### src/sv/eit_pkg.sv
// ----------------------------------------------------------------------------
// eit_pkg
// Shared constants and types for the edge intern table: field widths,
// length limits and the token that walks down the chain of compare cells.
// ----------------------------------------------------------------------------
package eit_pkg;

  // pixel and result field widths
  localparam int CHAN_W    = 8;
  localparam int PX_W      = 3 * CHAN_W;
  localparam int OUT_IDX_W = 6;
  localparam int OUT_W     = 8;

  // edge length register
  localparam int LEN_W     = 5;
  localparam int LEN_MAX   = 16;
  localparam int POS_W     = 4;
  localparam logic [LEN_W-1:0] LEN_RESET = LEN_W'(LEN_MAX);

  // default sizes for the top-level parameters
  localparam int DEF_MAX_EDGES = 64;
  localparam int DEF_EDGE_LEN  = 16;

  // flags of one compare token travelling down the cell chain
  typedef struct packed {
    logic valid;
    logic ok;
  } tok_t;

endpackage

### src/sv/eit_cell.sv
// ----------------------------------------------------------------------------
// eit_cell
// One pixel position of the table. Holds that position's pixel of every
// stored edge in a local memory and the candidate's pixel, and refines the
// match flag of each token that passes through on its way down the chain.
// ----------------------------------------------------------------------------
module eit_cell #(
  parameter int MAX_EDGES = eit_pkg::DEF_MAX_EDGES,
  parameter int CELL_IDX  = 0,
  parameter int IDX_W     = $clog2(MAX_EDGES)
) (
  input  logic                        clk,
  input  logic                        rst_n,
  input  logic [eit_pkg::LEN_W-1:0]   len_i,
  input  logic [eit_pkg::POS_W-1:0]   pos_i,
  input  logic                        load_i,
  input  logic [eit_pkg::PX_W-1:0]    px_i,
  input  logic                        wr_en_i,
  input  logic [IDX_W-1:0]            wr_addr_i,
  input  eit_pkg::tok_t               tin_i,
  input  logic [IDX_W-1:0]            tin_idx_i,
  output eit_pkg::tok_t               tout_o,
  output logic [IDX_W-1:0]            tout_idx_o
);

  logic [eit_pkg::PX_W-1:0] store_mem [MAX_EDGES];
  logic [eit_pkg::PX_W-1:0] rd_r;
  logic [eit_pkg::PX_W-1:0] cand_r;
  eit_pkg::tok_t            tok_r;
  logic [IDX_W-1:0]         idx_r;
  logic                     active;
  logic                     my_load;

  // this position takes part in the compare only below the edge length
  assign active  = (CELL_IDX < 32'(len_i));
  assign my_load = load_i && (CELL_IDX < eit_pkg::LEN_MAX) &&
                   (pos_i == eit_pkg::POS_W'(CELL_IDX));

  // candidate pixel for this position
  always_ff @(posedge clk) begin
    if (my_load) begin
      cand_r <= px_i;
    end
  end

  // column memory: append write, registered read at the incoming token
  always_ff @(posedge clk) begin
    if (wr_en_i) begin
      store_mem[wr_addr_i] <= active ? cand_r : '0;
    end
    rd_r <= store_mem[tin_idx_i];
  end

  // token stage
  always_ff @(posedge clk) begin
    if (!rst_n) begin
      tok_r <= '0;
    end else begin
      tok_r <= tin_i;
    end
  end

  always_ff @(posedge clk) begin
    idx_r <= tin_idx_i;
  end

  // refine the match flag and hand on to the neighbour
  always_comb begin
    tout_o.valid = tok_r.valid;
    tout_o.ok    = tok_r.ok && (!active || (rd_r == cand_r));
    tout_idx_o   = idx_r;
  end

endmodule

### config.mk
export PLATFORM = sky130hd
export DESIGN_NAME = eit_cell
export DESIGN_NICKNAME = d
export VERILOG_FILES = /design/src/sv/eit_pkg.sv /design/src/sv/eit_cell.sv
export SDC_FILE = /design/constraint.sdc
export NUM_CORES = 1
export LEC_CHECK = 0
export BUFFER_PORTS_ARGS = -buffer_cell sky130_fd_sc_hd__buf_4
export CAP_MARGIN = 5
export CORE_ASPECT_RATIO = 1.75
export CORE_UTILIZATION = 45
export DETAILED_ROUTE_END_ITERATION = 8
export GPL_ROUTABILITY_DRIVEN = 0
export HOLD_SLACK_MARGIN = 0.12
export REMOVE_ABC_BUFFERS = 1
export SKIP_CTS_REPAIR_TIMING = 1
export SLEW_MARGIN = 10
export SYNTH_ARGS = -nofsm -noshare
export SYNTH_HDL_FRONTEND = slang
export SYNTH_SLANG_ARGS = --single-unit
### constraint.sdc
create_clock -name clk -period 6.5 [get_ports clk]
set_input_delay 1.3 -clock clk [delete_from_list [all_inputs] [get_ports clk]]
set_output_delay 1.3 -clock clk [all_outputs]
set_load 0.02 [all_outputs]
# == Word-level counts from Yosys, hierarchy flattened ==
# Memories as Yosys holds them, arrays and structs flattened. A register that Yosys moved wholly into a read port is not among the register bits.
# Index checks and enable logic that the tools add are counted.
# word_totals
regBits,32
ramBits,1536
in_bits,51
out_inout_bits,8
word_cells,15
n_memories,1
# classes
n_lt_le_gt_ge,1
n_eq_ne,1
n_mux,3
n_reduce_logical,5
# mem_list
name,words,word_bits,read_ports,rd_ports_with_merged_regs,write_ports,line,source
store_mem,64,24,1,1,1,eit_cell.sv:26,logic [eit_pkg::PX_W-1:0] store_mem [MAX_EDGES];
# ops
op,n
$eq A24 B24 Y1,1
$mux W24,1
$lt A1 B5 Y1 const A,1
$logic_not A4 Y1,1
$logic_and A1 B1 Y1,2
$mux W1,2
$logic_not A1 Y1,1
$logic_or A1 B1 Y1,1

# == Logic depth before layout (Yosys ltp) ==
# Gate-level depths: netlist of run 1.
# depth
word_depth,4
mapped_depth,10
depth_no_buf,5

# == Least setup slack after synthesis of run 1 ==
# No wires, ideal clock.
# synth_path
kind,input-to-output
from,input port len_i[3] (netlist bit)
to,output port tout_o[0] (netlist bit)
t_arrival_ns,2.650
t_required_ns,5.200
slack_ns,2.550
cell_stages,4
path_buffers,1
path_cell_list,or4_1 > nor2_1 > clkbuf_1 > o21a_1
# synth_lines
element,line,source
start: declaration,eit_cell.sv:14,"input logic [eit_pkg::LEN_W-1:0] len_i,"
end: declaration,eit_cell.sv:22,"output eit_pkg::tok_t tout_o,"

==> results.toml, run 1 <==
[timing]
hold_viol_final = 0
drv_slew = 0
setup_viol = 0
rsz0062_at_grt = "false"
slew_headroom_pct = 8.63
finalSetupTns_ps = 0
finClkSkew_ps = 25.1
timing.fmax_mhz = 214
timing.hold.ws_ps = 691
fin_crit_ps = 4680
tightest_slew_ps = 1330
period_share_pct = 71.9

[hold_path]
hp-class = "in2reg"

[logic_synthesis]
syn_area_sq_um = 60700
synthCells = 2675
synth_cell_types = 45
synthTopCellsByArea = "edfxtp_1, mux4_2, mux2i_1"
synth-seq-cells = 1592
seq_area_frac_synth_pct = 78.3
avgSynthCellArea_sq_um = 22.7
synthFlopType = "edfxtp_1"
ys_warn_count = 0
yosysMostFrequentCell = "edfxtp_1"
netlist.area_leader.share_pct = 77.2
yosysTopAreaCell = "edfxtp_1"
synth_edf_count = 1560
synth_common_cells = "edfxtp_1, mux4_2, nor2_1"
synthArstFlopShare_pct = 0

[cts]
clkSinkCount = 1592
numCtsBuffers = 142
clkLatencyLatePin_ps = 780
cts_root_buffer = "clkbuf_16"
cts.clk_slew.worst_paths_ps = 70
htree_levels = 4
clk_path_buf_depth = 3
cts_tree = "yes"

[placement]
dp_hpwl_mm = 101
place_area_sq_um = 64100
port_buffers = 58

[route]
drt-pass1-iter-count = 5
drt-total-wl_mm = 165
routedWlPerCell_microns = 34.6
route.detailed.drc = 0
vias_per_cell = 6.06
vias = 29000
postRouteAntennaNets = 0
drt_iter0_drc = 3073

[floorplanning]
ios = 59
die_w_microns = 280
die_h_microns = 488
rows = 177
dieArea_sq_um = 136000
start_util_pct = 45.5
core_sq_um = 133000

[cells_and_area]
fillers = 10400
area_growth_syn_to_layout_pct = 13.1
drive_above_1_share_pct = 30.0
final_nets = 2917
final_cell_area_sq_um = 68700
utilization_pct = 51.5

[critical_path]
critPathMaxFanout = 2
critical_path_class = "reg2out"
end_kind = "output pin"
crit_arrival_ps = 3380
cp-start-kind = "flip-flop"
worstPathRequired_ps = 5200

[global_route]
grt_max_degree = 75
track_usage_pct = 24.6
antenna_found_initial = 6
grt_overflow = 0
grt_pass1_wl_mm = 231
first_global_vias = 29900

[power]
leakagePower_nw = 21.6
ir_drop_v = 0.000231
power.density_nw_per_um2 = 300
p_total_mw = 20.6

[outcome]
status = "finished, final reports clean"

[run]
maxCapViolCount = 0
## critical path: stages, from the launching register on
cell and delay (ps):
edfxtp_1 540, xor2_1 260, nor4_1 620, nand4_1 340, nor3_1 520, o21a_1 180
buf_4 140
## power by group
group	internal, mW	switching (mW)
sequential	11.2	0.0266
clock	4.60	3.76
combinational	0.363	0.618
total	16.2	4.41
## cells in the final DEF, fill, tap and decap left out, drive strengths merged, types with 6 or more instances in the layout
cell type / Yosys / routed
nand2: 37 / 37
a21oi: 22 / 22
o22ai: 29 / 29
diode: 0 / 6
mux2: 23 / 23
nand2b: 7 / 7
xor2: 16 / 16
edfxtp: 1560 / 1560
dfxtp: 32 / 32
a221oi: 19 / 19
mux2i: 93 / 93
xnor2: 8 / 8
a32o: 16 / 16
nor2b: 33 / 33
o221ai: 11 / 11
nor3: 14 / 14
mux4: 385 / 385
clkbuf: 60 / 188
o21ai: 47 / 47
inv: 0 / 8
bufinv: 0 / 10
and2: 6 / 6
a211oi: 17 / 17
clkinvlp: 0 / 9
clkinv: 0 / 46
buf: 88 / 194
nor2: 113 / 113
## area by class of cell
class / instances / area (sq um) / area share, %
Sequential cell: 1592 / 47500 / 69.2
Antenna cell: 6 / 15.0 / 0.0219
Clock buffer: 187 / 3840 / 5.59
Timing Repair Buffer: 195 / 1600 / 2.33
Multi-Input combinational cell: 935 / 12700 / 18.6
Clock inverter: 73 / 739 / 1.08
Tap cell: 1790 / 2240 / 3.26
## per-layer routing
metal / vias to the layer above / global-route usage [%] / share of wire, %
li1: 11700 / - / -
met1: 15800 / 29.7 / 36
met2: 1157 / 42.2 / 52
met3: 299 / 3.95 / 5.9
met4: 4 / 13.7 / 6.1
met5: - / 0 / 0.019
## cell families (layout without fill, tap and decap cells)
logic type	count (synthesis)	after routing	share of synthesized area, %
AO/OA/AOI/OAI	177	177	1.99
XOR/XNOR	24	24	0.346
buffers and inverters	148	455	1.37
flip-flops	1592	1592	78.3
multiplexers	501	501	16.3
other	0	6	0
AND/OR/NAND/NOR	233	233	1.76
## per-stage QoR
stage,setup slack (ps),instances
floorplan,2240,2527
global placement,1810,4511
detailed placement,1740,4512
CTS,1890,4772
global route,1780,4773
finish,1820,4778
## state kept, by name, indices dropped and copies added (netlist names)
signal      count
tout_idx_o      6
tok_r           1
cand_r         24
store_mem    1536
tout_o          1
rd_r           24
## path summary, 6_finish.rpt
kind,slack [ps],depth (start not counted),start,endpoint
setup / recovery,1820,6,cand_r[9]$_DFFE_PP_,tout_o[0]
hold / removal,690,1,px_i[5],cand_r[5]$_DFFE_PP_
setup reg to reg,3830,5,store_mem[6][22]$_DFFE_PP_,rd_r[22]$_DFF_P_
hold reg to reg,800,5,store_mem[38][3]$_DFFE_PP_,rd_r[3]$_DFF_P_
No activity file was read; power rests on OpenSTA's default activity.
==> run 2, diff against run 1 <==
Clock period 6.5 ns to 4.2 ns, I/O delays scaled along.
==> run 2 against run 1 <==
  * Design area is 1.2% higher
  * Core utilization is 0.61 points higher
  * Global-route usage is 0.12 points lower
  * Sequential power is 55% higher
  * Non-clock buffer count is 89 higher
  * Flip-flop and latch count stayed put
  * Count of clock-buffer cells in the layout is 11 higher
  * First-iteration DRC count is 0.23% lower
==> results.toml, run 2 (same netlist as run 1, synthesis figures left out) <==
[outcome]
status = "finished, final reports clean"

[timing]
rsz0062_at_grt = "false"
timing.hold.ws_ps = 231
slew_headroom_pct = 37.9
drv_slew = 0
finalSetupTns_ps = 0
finClkSkew_ps = 39.3
timing.fmax_mhz = 253
period_share_pct = 94.3
hold_viol_final = 0
tightest_slew_ps = 927
fin_crit_ps = 3960
setup_viol = 0

[floorplanning]
dieArea_sq_um = 136000
rows = 177
die_h_microns = 488
die_w_microns = 280
ios = 59
start_util_pct = 45.5
core_sq_um = 133000

[global_route]
first_global_vias = 30400
track_usage_pct = 24.5
grt_overflow = 0
grt_max_degree = 65
grt_pass1_wl_mm = 230
antenna_found_initial = 1

[cts]
htree_levels = 4
cts_tree = "yes"
clkSinkCount = 1592
numCtsBuffers = 143
cts.clk_slew.worst_paths_ps = 60
clkLatencyLatePin_ps = 800
clk_path_buf_depth = 3
cts_root_buffer = "clkbuf_16"

[critical_path]
critical_path_class = "reg2out"
end_kind = "output pin"
rrSetupSlack_ps = 1800
r2r_end = "rd_r[22]$_DFF_P_"
worstPathRequired_ps = 3360
reg2reg_depth = 5
startpoint = "cand_r[5]$_DFFE_PP_"
critPathMaxFanout = 2
endpoint = "tout_o[0]"
cp-start-kind = "flip-flop"
crit_arrival_ps = 3120
r2r_start = "store_mem[6][22]$_DFFE_PP_"

[cells_and_area]
drive_above_1_share_pct = 31.9
final_common_cell = "edfxtp_1"
final_nets = 3007
largest_register_ffs = 1536
final_cell_area_sq_um = 69500
seqCellArea_sq_um = 47500
multi_input_area_sq_um = 12700
largest-register = "store_mem"
fillers = 10400
top_regs = "store_mem: 1536 flops, cand_r: 24 flops, rd_r: 24 flops"
area_growth_syn_to_layout_pct = 14.5
final_cell_mix = "edfxtp_1, mux4_2, buf_4"

[power]
leakagePower_nw = 22.1
power.density_nw_per_um2 = 464
ir_drop_v = 0.000282

[route]
vias = 29400
route.detailed.drc = 0
drt-total-wl_mm = 165
drt_iter0_drc = 3066
vias_per_cell = 6.05
postRouteAntennaNets = 0
drt-pass1-iter-count = 5
routedWlPerCell_microns = 33.8

[placement]
place_area_sq_um = 64800
dp_hpwl_mm = 102
port_buffers = 58

[run]
maxCapViolCount = 0

[hold_path]
hp-class = "in2reg"
[run 2: cell types whose count changed in the layout (fill, tap and decap cells not counted), sizes merged]
cell,previous run,this run
buf,194,283
clkbuf,188,199
clkinv,46,39
clkinvlp,9,5
diode,6,2
bufinv,10,12
inv,8,10
[run 2: power breakdown]
| group | total (mW) | leakage, nW | switching, mW | internal [mW] |
|---|---|---|---|---|
| Sequential | 17.4 | 14.4 | 0.0431 | 17.4 |
| Combinational | 1.59 | 5.42 | 0.964 | 0.625 |
| Clock | 13.2 | 2.28 | 5.80 | 7.43 |
| Total | 32.2 | 22.1 | 6.81 | 25.4 |
[run 2: per-layer routing]
metal / global-route usage [%] / vias to the layer above / wire, microns / part of all wire (%)
met1: 29.8 / 16000 / 59800 / 36
met5: 0 / - / 0 / 0
met4: 13.6 / 0 / 10000 / 6.1
met2: 42.1 / 1298 / 85000 / 52
li1: - / 11900 / - / -
met3: 3.50 / 321 / 9750 / 5.9
[run 2: area by class of cell]
class,count,share of cell area (%)
diodes,2,0.00720
clock buffers,198,5.72
clock inverters,66,1.04
multi-input cells,935,18.3
flip-flops and latches,1592,68.4
well taps,1790,3.22
repair buffers,284,3.33
[run 2: worst min path at each step]
stage | startpoint | end | depth (start not counted)
CTS | px_i[5] | cand_r[5]$_DFFE_PP_ | 1
detailed placement | store_mem[38][18]$_DFFE_PP_ | rd_r[18]$_DFF_P_ | 5
finish | px_i[22] | cand_r[22]$_DFFE_PP_ | 1
floorplan | store_mem[38][0]$_DFFE_PP_ | rd_r[0]$_DFF_P_ | 5
global placement | store_mem[38][6]$_DFFE_PP_ | rd_r[6]$_DFF_P_ | 5
global route | px_i[5] | cand_r[5]$_DFFE_PP_ | 1
[run 2: worst max-delay path: stages (launching register included)]
cell      delay (ps)
edfxtp_1         450
xor2_1           230
nor4_1           700
nand4_1          220
nor3_1           410
o21a_1           170
buf_4            140
[run 2: per-stage QoR]
stage,std cells,setup WS [ps],power [mW],util [%]
5_1_grt,4866,125,33.0,52.1
3_5_place_dp,4601,610,19.3,48.6
6_report,4867,241,32.2,52.1
4_1_cts,4865,0.510,32.4,52.1
2_1_floorplan,2527,817,18.4,-
3_3_place_gp,4601,628,19.3,48.6
